### src/sv/ced_pkg.sv
// Curb edge detector shared package: types, register codes, CORDIC constants.
// Used by the CORDIC, datapath, controller, top level and testbench; depends on nothing.
`default_nettype none
package ced_pkg;

  localparam int MAX_POINTS_DEF      = 1024;
  localparam int ANGLE_FRAC_BITS_DEF = 12;

  localparam int CORDIC_STEPS = 24;
  localparam int STEP_W       = 5;
  localparam int XY_W         = 36;
  localparam int Z_W          = 27;
  localparam logic signed [Z_W-1:0] HALF_PI_Q24 = 27'sd26353589;

  localparam logic [1:0] REG_HEIGHT_STEP     = 2'd0;
  localparam logic [1:0] REG_SLOPE_THRESHOLD = 2'd1;
  localparam logic [1:0] REG_CHECK_WINDOW    = 2'd2;
  localparam logic [1:0] REG_WHEEL_EDGE      = 2'd3;

  typedef struct packed {
    logic wr_en;
    logic ld_a;
    logic ld_b;
    logic ld_c;
    logic ld_ref;
    logic cordic_start;
    logic cordic_sel;     // 0: pair a-b, 1: pair b-c
    logic save_s1;
    logic set_left;
    logic set_right;
    logic clr_result;
    logic ld_tag;
    logic emit;
  } cmd_t;

  typedef struct packed {
    logic lt_neg;
    logic lt_pos;
    logic cordic_done;
    logic brk;
    logic step_high;
    logic win_out;
    logic near_drive;
    logic out_busy;
  } st_t;

  // atan(2^-i) in 2^-24 rad
  function automatic logic signed [Z_W-1:0] atan_q24(input logic [STEP_W-1:0] i);
    logic signed [Z_W-1:0] r;
    case (i)
      5'd0:  r = 27'sd13176795;
      5'd1:  r = 27'sd7778716;
      5'd2:  r = 27'sd4110060;
      5'd3:  r = 27'sd2086331;
      5'd4:  r = 27'sd1047214;
      5'd5:  r = 27'sd524117;
      5'd6:  r = 27'sd262123;
      5'd7:  r = 27'sd131069;
      5'd8:  r = 27'sd65536;
      5'd9:  r = 27'sd32768;
      5'd10: r = 27'sd16384;
      5'd11: r = 27'sd8192;
      5'd12: r = 27'sd4096;
      5'd13: r = 27'sd2048;
      5'd14: r = 27'sd1024;
      5'd15: r = 27'sd512;
      5'd16: r = 27'sd256;
      5'd17: r = 27'sd128;
      5'd18: r = 27'sd64;
      5'd19: r = 27'sd32;
      5'd20: r = 27'sd16;
      5'd21: r = 27'sd8;
      5'd22: r = 27'sd4;
      5'd23: r = 27'sd2;
      default: r = '0;
    endcase
    return r;
  endfunction

  function automatic logic [15:0] abs_diff16(input logic signed [15:0] a,
                                             input logic signed [15:0] b);
    logic signed [16:0] d;
    d = {a[15], a} - {b[15], b};
    return d[16] ? 16'(-d) : d[15:0];
  endfunction

  function automatic logic [16:0] abs17(input logic signed [15:0] v);
    logic signed [16:0] e;
    e = {v[15], v};
    return v[15] ? 17'(-e) : 17'(e);
  endfunction

endpackage
`default_nettype wire

### src/sv/ced_ctrl.sv
// Curb edge detector controller: point loading, outward scans, candidate
// sequencing and pothole walk. Depends on ced_pkg.
`default_nettype none
module ced_ctrl #(
  parameter int MAX_POINTS = ced_pkg::MAX_POINTS_DEF,
  localparam int AW = $clog2(MAX_POINTS),
  localparam int CW = $clog2(MAX_POINTS + 1)
) (
  input  wire logic          clk,
  input  wire logic          rst,
  input  wire logic          s_tvalid,
  input  wire logic          s_tlast,
  output logic               s_tready,
  input  wire ced_pkg::st_t  st,
  output ced_pkg::cmd_t      cmd,
  output logic [AW-1:0]      addr
);

  localparam logic [4:0] S_IDLE     = 5'd0;
  localparam logic [4:0] S_LSCAN    = 5'd1;
  localparam logic [4:0] S_LSCAN_CK = 5'd2;
  localparam logic [4:0] S_LLOOP    = 5'd3;
  localparam logic [4:0] S_RSCAN    = 5'd4;
  localparam logic [4:0] S_RSCAN_CK = 5'd5;
  localparam logic [4:0] S_RLOOP    = 5'd6;
  localparam logic [4:0] S_FA       = 5'd7;
  localparam logic [4:0] S_FB       = 5'd8;
  localparam logic [4:0] S_FC       = 5'd9;
  localparam logic [4:0] S_FD       = 5'd10;
  localparam logic [4:0] S_C1       = 5'd11;
  localparam logic [4:0] S_W1       = 5'd12;
  localparam logic [4:0] S_C2       = 5'd13;
  localparam logic [4:0] S_W2       = 5'd14;
  localparam logic [4:0] S_CHK      = 5'd15;
  localparam logic [4:0] S_WRD      = 5'd16;
  localparam logic [4:0] S_WCK      = 5'd17;
  localparam logic [4:0] S_EMIT     = 5'd18;

  localparam logic [CW-1:0] MAXC = CW'(MAX_POINTS);

  logic [4:0]    state, state_next;
  logic [CW-1:0] count, count_next, n, n_next, i, i_next, j, j_next, k, k_next;
  logic          side, side_next;   // 0 left, 1 right
  logic [CW-1:0] pb, pc;
  logic          full, accept;

  assign full   = count == MAXC;
  assign accept = s_tvalid && s_tready;
  assign pb     = side ? j + 1'b1 : j - 1'b1;
  assign pc     = side ? j + CW'(2) : j - CW'(2);

  always_comb begin
    state_next = state;
    count_next = count;
    n_next     = n;
    i_next     = i;
    j_next     = j;
    k_next     = k;
    side_next  = side;
    cmd        = '0;
    addr       = '0;
    s_tready   = 1'b0;
    case (state)
      S_IDLE: begin
        s_tready = 1'b1;
        addr     = count[AW-1:0];
        if (accept) begin
          if (!full) begin
            cmd.wr_en  = 1'b1;
            count_next = count + 1'b1;
          end
          if (s_tlast) begin
            cmd.ld_tag     = 1'b1;
            cmd.clr_result = 1'b1;
            n_next         = full ? count : count + 1'b1;
            count_next     = '0;
            i_next         = CW'(1);
            state_next     = S_LSCAN;
          end
        end
      end
      S_LSCAN: begin
        addr = i[AW-1:0];
        if (i < n) begin
          state_next = S_LSCAN_CK;
        end else begin
          j_next     = i - 1'b1;
          state_next = S_LLOOP;
        end
      end
      S_LSCAN_CK: begin
        if (st.lt_neg) begin
          i_next     = i + 1'b1;
          state_next = S_LSCAN;
        end else begin
          j_next     = i - 1'b1;
          state_next = S_LLOOP;
        end
      end
      S_LLOOP: begin
        if (j > CW'(2)) begin
          side_next  = 1'b0;
          state_next = S_FA;
        end else begin
          state_next = S_RSCAN;
        end
      end
      S_RSCAN: begin
        addr = i[AW-1:0];
        if (i < n) begin
          state_next = S_RSCAN_CK;
        end else begin
          j_next     = i;
          state_next = S_RLOOP;
        end
      end
      S_RSCAN_CK: begin
        if (st.lt_pos) begin
          i_next     = i + 1'b1;
          state_next = S_RSCAN;
        end else begin
          j_next     = i;
          state_next = S_RLOOP;
        end
      end
      S_RLOOP: begin
        if ({1'b0, j} + (CW+1)'(3) < {1'b0, n}) begin
          side_next  = 1'b1;
          state_next = S_FA;
        end else begin
          state_next = S_EMIT;
        end
      end
      S_FA: begin
        addr       = j[AW-1:0];
        state_next = S_FB;
      end
      S_FB: begin
        addr       = pb[AW-1:0];
        cmd.ld_a   = 1'b1;
        state_next = S_FC;
      end
      S_FC: begin
        addr       = pc[AW-1:0];
        cmd.ld_b   = 1'b1;
        state_next = S_FD;
      end
      S_FD: begin
        cmd.ld_c   = 1'b1;
        state_next = S_C1;
      end
      S_C1: begin
        cmd.cordic_start = 1'b1;
        state_next       = S_W1;
      end
      S_W1: begin
        if (st.cordic_done) begin
          cmd.save_s1 = 1'b1;
          state_next  = S_C2;
        end
      end
      S_C2: begin
        cmd.cordic_start = 1'b1;
        cmd.cordic_sel   = 1'b1;
        state_next       = S_W2;
      end
      S_W2: begin
        cmd.cordic_sel = 1'b1;
        if (st.cordic_done) begin
          if (st.brk) begin
            state_next = S_CHK;
          end else if (side) begin
            j_next     = j + 1'b1;
            state_next = S_RLOOP;
          end else begin
            j_next     = j - 1'b1;
            state_next = S_LLOOP;
          end
        end
      end
      S_CHK: begin
        if (st.step_high) begin
          cmd.set_left  = !side;
          cmd.set_right = side;
          state_next    = side ? S_EMIT : S_RSCAN;
        end else begin
          cmd.ld_ref = 1'b1;
          k_next     = pc;
          state_next = S_WRD;
        end
      end
      S_WRD: begin
        addr       = k[AW-1:0];
        state_next = S_WCK;
      end
      S_WCK: begin
        if (st.win_out || (!st.near_drive &&
                           (side ? (k + 1'b1 == n) : (k == '0)))) begin
          // out of window or walked off the buffer: curb stands
          cmd.set_left  = !side;
          cmd.set_right = side;
          state_next    = side ? S_EMIT : S_RSCAN;
        end else if (st.near_drive) begin
          // pothole, try next candidate
          if (side) begin
            j_next     = j + 1'b1;
            state_next = S_RLOOP;
          end else begin
            j_next     = j - 1'b1;
            state_next = S_LLOOP;
          end
        end else begin
          k_next     = side ? k + 1'b1 : k - 1'b1;
          state_next = S_WRD;
        end
      end
      S_EMIT: begin
        if (!st.out_busy) begin
          cmd.emit   = 1'b1;
          state_next = S_IDLE;
        end
      end
      default: state_next = S_IDLE;
    endcase
  end

  always_ff @(posedge clk) begin
    if (rst) begin
      state <= S_IDLE;
      count <= '0;
      n     <= '0;
      i     <= '0;
      j     <= '0;
      k     <= '0;
      side  <= 1'b0;
    end else begin
      state <= state_next;
      count <= count_next;
      n     <= n_next;
      i     <= i_next;
      j     <= j_next;
      k     <= k_next;
      side  <= side_next;
    end
  end

endmodule
`default_nettype wire

### config.mk
export PLATFORM = sky130hd
export DESIGN_NAME = ced_ctrl
export DESIGN_NICKNAME = d
export VERILOG_FILES = /design/src/sv/ced_pkg.sv /design/src/sv/ced_ctrl.sv
export SDC_FILE = /design/constraint.sdc
export NUM_CORES = 1
export LEC_CHECK = 0
export BUFFER_PORTS_ARGS = -buffer_cell sky130_fd_sc_hd__buf_2
export CAP_MARGIN = 20
export CORE_MARGIN = 2
export CORE_UTILIZATION = 65
export CTS_CLUSTER_SIZE = 20
export DETAILED_ROUTE_END_ITERATION = 8
export PLACE_DENSITY_LB_ADDON = 0.3
export REMOVE_ABC_BUFFERS = 1
export SETUP_SLACK_MARGIN = 0.05
export SLEW_MARGIN = 20
export SYNTH_ARGS = -nofsm -noshare
export SYNTH_HDL_FRONTEND = slang
export SYNTH_SLANG_ARGS = --single-unit
### constraint.sdc
create_clock -name clk -period 9 [get_ports clk]
set_input_delay 1.8 -clock clk [delete_from_list [all_inputs] [get_ports clk]]
set_output_delay 1.8 -clock clk [all_outputs]
set_load 0.02 [all_outputs]
# Yosys cells after proc, flatten, opt, wreduce, memory -nomap -nowiden
# Cells that the tools add are included.
# word_totals
register_bits	61
input_bits	12
output_inout_bits	24
wordCells	146
# classes
add_sub_neg	10
magnitude_cmp	3
eq_ne	38
n_mux	67
reduce_logical	21
# op_table
operator	n
$mux 11	20
$pmux 5 s19	1
$pmux 11 s6	1
$pmux 10 s6	1
$mux 5	10
$add 11x1->11 const B	4
$eq 5x4->1 const B	8
$ne 2x2->1 const B	18
$pmux 11 s3	1
$sub 11x1->11 const B	3
$pmux 11 s2	1
$eq 5x3->1 const B	4
$mux 1	19
$mux 2	9
$eq 5x5->1 const B	3
$add 11x2->12 const B	1
$lt 12x11->1	1
$add 11x2->11 const B	1
$eq 11x11->1	1
$eq 11x11->1 const B	1
$gt 11x2->1 const B	1
$logic_not 11->1	1
$lt 11x11->1	1
$sub 11x2->11 const B	1
19 further kinds	27

# Depth between registers and ports, before layout
# Gate-level depths: netlist (run 1).
# logic_depth
ltp_word	7
ltp_mapped	13
depth_no_buf	13

# Worst setup path before layout (run 1)
# Ideal clock, no wire load.
# synth_path
kind	in2out
start	in st[3] (netlist bit)
end	out cmd[4] (netlist bit)
t_arrival_ps	2804
required_time_ps	7200
slack_ps	4396
path_stages	4
path_buffers	0
path_cell_list	nand3_1 -> a21boi_0 -> a21oi_1 -> a211oi_2
# synth_lines
element	line_no	source
start: declaration	ced_ctrl.sv:14	input wire ced_pkg::st_t st,
end: declaration	ced_ctrl.sv:15	output ced_pkg::cmd_t cmd,

# Worst setup path in the final report (run 1)
# layout_path
start	reg side
end	out addr[9]
# layout_between
elab_chain_cells	2
word_cells_on_any_way	3
classes_between	mux (3)
# layout_lines
element	line_no	source
start: declaration	ced_ctrl.sv:43	logic side, side_next;
start signal: assignment	ced_ctrl.sv:243	side <= side_next;
$mux 11 (on tied branches)	n/a	
$pmux 10 s6 *	ced_ctrl.sv:63	case (state)
end: declaration	ced_ctrl.sv:16	output logic [AW-1:0] addr
# Every way passes the cells marked *; elsewhere a longest branch is shown, timed or not.

==> results.yml, run 1 <==
outcome:
  outcome: "completed"
route:
  dr.pass1.iters: 6
  postRouteAntennaNets: 0
  via_per_inst: 7.08
  drt_iter0_markers: 830
  routed-via-count: 6559
  wirelength_um: 19700
  wl_per_cell_um: 21.2
  drcViolationCount: 0
critical_path:
  r2r_start: "state[0]"
  path_max_fanout: 21
  worstPathCellList: "inv_1, ha_1, nor2b_1, o21ai_0, a21boi_0, o31ai_1, a21oi_1, a21oi_1, xnor2_1, a221o_1, buf_2"
  arrival_ns: 3.46
  setup.worst_path.start: "side"
  end_kind: "primary output"
  slowest_delay_ns: 0.58
  crit_family: "compound AO/OA/AOI/OAI gates"
  crit_path_frequent_cell: "a21oi_1"
  critPathLaunchType: "register"
  path_buf_inv: 2
  critPathSlowestCell: "inv_1"
  worstSetupPathType: "reg2out"
  critPathRequiredTime_ns: 7.20
clocking:
  clk_latency_ns: 0.35
  cts_tree: "done"
  path_clk_slew_ns: 0.08
  cts_resized: 0
  numClockSinks: 61
  postCtsSetupRepairBufs: 0
  cts_root_buf: "clkbuf_8"
  cts_htree_levels: 3
  numCtsBuffers: 9
  cts_hold_buf: 0
  clockBufferDepth: 2
grt:
  grt_start_max_net_pins: 58
  grt_pass1_wl_um: 31900
  grt.busiest_layer: "met2"
  grt_pass1_vias: 5973
  globalRouteOverflowTotal: 0
  grt_usage: 0.405
  antenna_found_initial: 0
  gr-usage-met2: 0.603
  met1_usage: 0.576
  grt.met3_usage: 0.0780
final_layout:
  final_util: 0.714
  stdcell_count: 926
  fillers: 764
  syn_to_final_growth_pct: 5.50
  drive_gt1_frac: 0.0941
  stdcell_area_um2: 6290
  nets: 868
  diodes: 0
power:
  switchingPower_uw: 355
  pwr-share-seq: 0.348
  leakage_nw: 2.48
  vdd_ir_drop_max_v: 0.000139
  clockPowerShare: 0.294
  p_sw_frac: 0.395
  finalPower_uw: 898
  power_density_nw_per_um2: 143
  p_int_uw: 543
  p_comb_frac: 0.358
timing:
  fmax_mhz: 190
  setup_tns_ns: 0
  relSlewSlack: 0.296
  final-hold-violation-count: 0
  clock_skew_ns: 0.00913
  fin_crit_sh: 0.584
  rsz0062_at_grt: "no"
  period_needed_ns: 5.26
  tightest_slew_ns: 1.05
  setup_viol: 0
  drv_slew: 0
placement:
  port_buffers: 35
  dpl_cell_area_um2: 6070
  hpwl_um: 14300
  gp_routability_congestion: 1.02
  dp_cells: 910
logic_synthesis:
  synth.top_cell.area_share: 0.205
  synth_cell_types: 75
  synth_top_flop_cell: "dfxtp_1"
  avgSynthCellArea_um2: 7.29
  yosys.area.top_type: "dfxtp_1"
  synth_edf_count: 0
  synthCells: 818
  synth_most_common_cell: "a21oi_1"
  ys_top_cells_by_count: "a21oi_1 (76), nor2_1 (72), nand2_1 (71), dfxtp_1 (61), ha_1 (42)"
  synth-seq-cells: 61
  ys_seq_area_frac: 0.205
  async_flop_share: 0
  synthTopCellsByArea: "dfxtp_1 (20%), ha_1 (8.8%), a21oi_1 (6.4%)"
  syn_area_um2: 5960
  yosys_warnings: 0
floorplanning:
  rows: 34
  die_w_um: 99.8
  fp.coreArea_um2: 8810
  die_h_um: 99.8
  ios: 36
  die_area_um2: 9950
  initial_core_util: 0.677
job:
  maxCapViolations: 0
worst_hold_path:
  holdCritPathClass: "reg2reg"
  min-delay-start: "k[10]"
[worst paths after layout]
check,cells past startpoint,slack [ns],end
max,11,3.74,addr[9]
min,2,0.52,k[10]
max reg2reg,8,5.21,j[2]
min reg2reg,2,0.52,k[10]
[power by group through the flow]
stage	Combinational [mW]	Clock, mW	Sequential, mW
CTS	0.312	0.266	0.311
floorplan	0.227	0	0.306
finish	0.321	0.264	0.313
global placement	0.300	0	0.317
detailed placement	0.309	0	0.317
global route	0.348	0.275	0.314
[metrics by stage]
stage               setup WS [ns]  hold slack (ns)
floorplan                    4.16            0.455
global placement             4.17            0.492
detailed placement           4.07            0.508
CTS                          3.83            0.518
global route                 3.57            0.558
finish                       3.74            0.525
[layout make-up]
type / instances / area, um2 / share of cell area
Clock buffer: 10 / 138 / 0.0219
Clock inverter: 6 / 71.3 / 0.0113
Inverter: 34 / 128 / 0.0203
Multi-Input combinational cell: 665 / 4370 / 0.695
Sequential cell: 61 / 1220 / 0.194
Tap cell: 108 / 135 / 0.0215
Timing Repair Buffer: 42 / 228 / 0.0362
[layout by cell type (no fill, tap or decap), types with 4 or more instances in the layout]
| cell | synthesis | routed |
|---|---|---|
| a211oi_1 | 15 | 15 |
| a21boi_0 | 5 | 5 |
| a21oi_1 | 76 | 76 |
| a221o_1 | 5 | 5 |
| a22oi_1 | 24 | 24 |
| a31oi_1 | 6 | 6 |
| and3_1 | 14 | 14 |
| buf_2 | 11 | 35 |
| buf_4 | 2 | 7 |
| clkbuf_8 | 0 | 10 |
| dfxtp_1 | 61 | 61 |
| ha_1 | 42 | 42 |
| inv_1 | 34 | 34 |
| nand2_1 | 71 | 71 |
| nand2b_1 | 19 | 19 |
| nand3_1 | 24 | 24 |
| nand3b_1 | 10 | 10 |
| nand4_1 | 9 | 9 |
| nor2_1 | 72 | 72 |
| nor2b_1 | 11 | 11 |
| nor3_1 | 40 | 39 |
| nor3b_1 | 4 | 4 |
| nor4_1 | 13 | 12 |
| o211ai_1 | 9 | 9 |
| o21a_1 | 7 | 7 |
| o21ai_0 | 30 | 30 |
| o22ai_1 | 6 | 6 |
| o31ai_1 | 5 | 5 |
| o32ai_1 | 9 | 9 |
| or3_1 | 18 | 18 |
| xnor2_1 | 28 | 28 |
| xor2_1 | 30 | 30 |
[worst register-to-register path, delay by kind of cell, from the launching register on]
family | cells | cell delay, ns
simple gates | 3 | 1.30
compound gates | 4 | 1.19
flops | 1 | 0.90
buf+inv | 1 | 0.25
[cell families (layout without fill, tap and decap cells)]
family / count (synthesis) / count (layout) / synth area share
mux: 4 / 4 / 0.00693
compound gates: 234 / 234 / 0.265
simple gates: 326 / 326 / 0.282
buf+inv: 92 / 92 / 0.0642
xor+xnor: 58 / 58 / 0.0852
fa+ha+maj: 43 / 43 / 0.0915
flops: 61 / 61 / 0.205
[routing by layer]
metal  vias up  share of wire
li1       2987              -
met1      3021           0.40
met2       476           0.43
met3        75           0.13
met4         0          0.041
met5         -              0
[state kept, by name, summed over array words and instances (netlist names)]
name	flops
count	11
i	11
j	11
k	11
n	11
side	1
state	5
No activity file was read; power rests on OpenSTA's default activity.
==> run 2, diff against run 1 <==
Settings changed: CORE_UTILIZATION 65 to 63.
Clock period 9 ns to 5.5 ns, I/O delays scaled along.
==> run 2 against run 1 <==
Register-to-register slack worse by 3.5 ns. Global-route usage fell by 0.77 points. Flip-flop and latch count did not move. Setup slack worse by 2.6 ns. Total power is 66% higher. Sequential power rose by 64%. Clock skew grew 0.0069 ns. Non-clock buffer count is 1 higher. Largest power group unchanged.
==> results.yml, run 2 (synthesis gave the netlist of run 1 again) <==
placement:
  gp_routability_congestion: 1.04
  hpwl_um: 14600
  port_buffers: 35
  dpl_cell_area_um2: 6090
clocking:
  postCtsSetupRepairBufs: 0
  cts_tree: "done"
  numCtsBuffers: 9
  cts_resized: 0
  clk_latency_ns: 0.36
  numClockSinks: 61
  path_clk_slew_ns: 0.09
  cts_htree_levels: 3
  cts_root_buf: "clkbuf_8"
  cts_hold_buf: 0
  clockBufferDepth: 2
worst_hold_path:
  min-delay-start: "k[10]"
  holdCritPathClass: "reg2reg"
critical_path:
  endpoint: "addr[9]"
  critPathRequiredTime_ns: 4.40
  r2r-end: "j[2]"
  path_max_fanout: 8
  critPathLaunchType: "register"
  worst-r2r-cell-count: 8
  worstSetupPathType: "reg2out"
  arrival_ns: 3.21
  setup.worst_path.start: "j[1]"
  r2r_setup_slack_ns: 1.74
  end_kind: "primary output"
  r2r_start: "state[0]"
grt:
  grt_start_max_net_pins: 58
  globalRouteOverflowTotal: 0
  grt_pass1_vias: 5944
  grt_pass1_wl_um: 31700
  grt_usage: 0.398
  antenna_found_initial: 1
timing:
  hold_slack_ns: 0.553
  drv_slew: 0
  fmax_mhz: 232
  clock_skew_ns: 0.0160
  final-hold-violation-count: 0
  tightest_slew_ns: 1.27
  period_needed_ns: 4.31
  fin_crit_sh: 0.784
  setup_tns_ns: 0
  setup_viol: 0
  relSlewSlack: 0.150
  rsz0062_at_grt: "no"
final_layout:
  syn_to_final_growth_pct: 5.58
  fillers: 840
  layout_common_cells: "a21oi_1 (76), nor2_1 (72), nand2_1 (71)"
  nets: 869
  drive_gt1_frac: 0.0940
  final_common_cell: "a21oi_1"
  diodes: 0
  final_util: 0.684
  stdcell_area_um2: 6290
route:
  via_per_inst: 7.01
  drt_iter0_markers: 943
  drcViolationCount: 0
  wirelength_um: 20000
  routed-via-count: 6521
  postRouteAntennaNets: 0
  wl_per_cell_um: 21.5
  dr.pass1.iters: 6
floorplanning:
  rows: 35
  die_w_um: 101
  die_area_um2: 10300
  die_h_um: 101
  fp.coreArea_um2: 9200
  ios: 36
  initial_core_util: 0.648
job:
  maxCapViolations: 0
power:
  leakage_nw: 2.48
  vdd_ir_drop_max_v: 0.000161
  power_density_nw_per_um2: 237
  finalPower_mw: 1.49
outcome:
  outcome: "completed"
[run 2: through the flow]
stage / std cells / setup WS [ns]
6_report: 930 / 1.19
5_1_grt: 930 / 0.833
4_1_cts: 930 / 1.21
3_5_place_dp: 914 / 1.61
3_3_place_gp: 914 / 1.76
2_1_floorplan: 760 / 1.36
[run 2: worst min-delay path by stage]
stage,endpoint,slack [ns],cells past startpoint
floorplan,n[1],0.46,2
global placement,k[10],0.49,2
detailed placement,n[1],0.52,2
CTS,k[10],0.55,2
global route,n[1],0.58,2
finish,k[10],0.55,2
[run 2: routing by layer]
layer	track usage	vias to the layer above	part of all wire
met5	0	-	0
met4	0.177	0	0.046
met3	0.0904	76	0.14
met2	0.597	488	0.43
met1	0.546	2964	0.39
li1	-	2993	-
[run 2: final cells by class]
type | instances | area (um2) | share of cell area
sequential | 61 | 1220 | 0.194
clock buffer | 10 | 138 | 0.0219
inverter | 34 | 128 | 0.0203
clock inverter | 6 | 70.1 | 0.0111
timing repair buffer | 43 | 235 | 0.0374
multi-input combinational | 665 | 4360 | 0.693
tap | 111 | 139 | 0.0221
[run 2: report_power, final]
| group | internal, mW | total, mW | leakage [nW] | switching (mW) |
|---|---|---|---|---|
| Clock | 0.225 | 0.446 | 0.0955 | 0.221 |
| Combinational | 0.203 | 0.529 | 1.89 | 0.326 |
| Sequential | 0.461 | 0.514 | 0.494 | 0.0530 |
| Total | 0.889 | 1.49 | 2.48 | 0.600 |
[run 2: worst max-delay path, cell delays in order (launching register included)]
cell      delay, ns
dfxtp_1        0.46
inv_1          0.23
ha_1           0.33
nor2b_1        0.04
o21ai_0        0.20
a21boi_0       0.17
o31ai_1        0.44
a21oi_1        0.18
a21oi_1        0.21
xnor2_1        0.08
a221o_1        0.35
buf_2          0.16
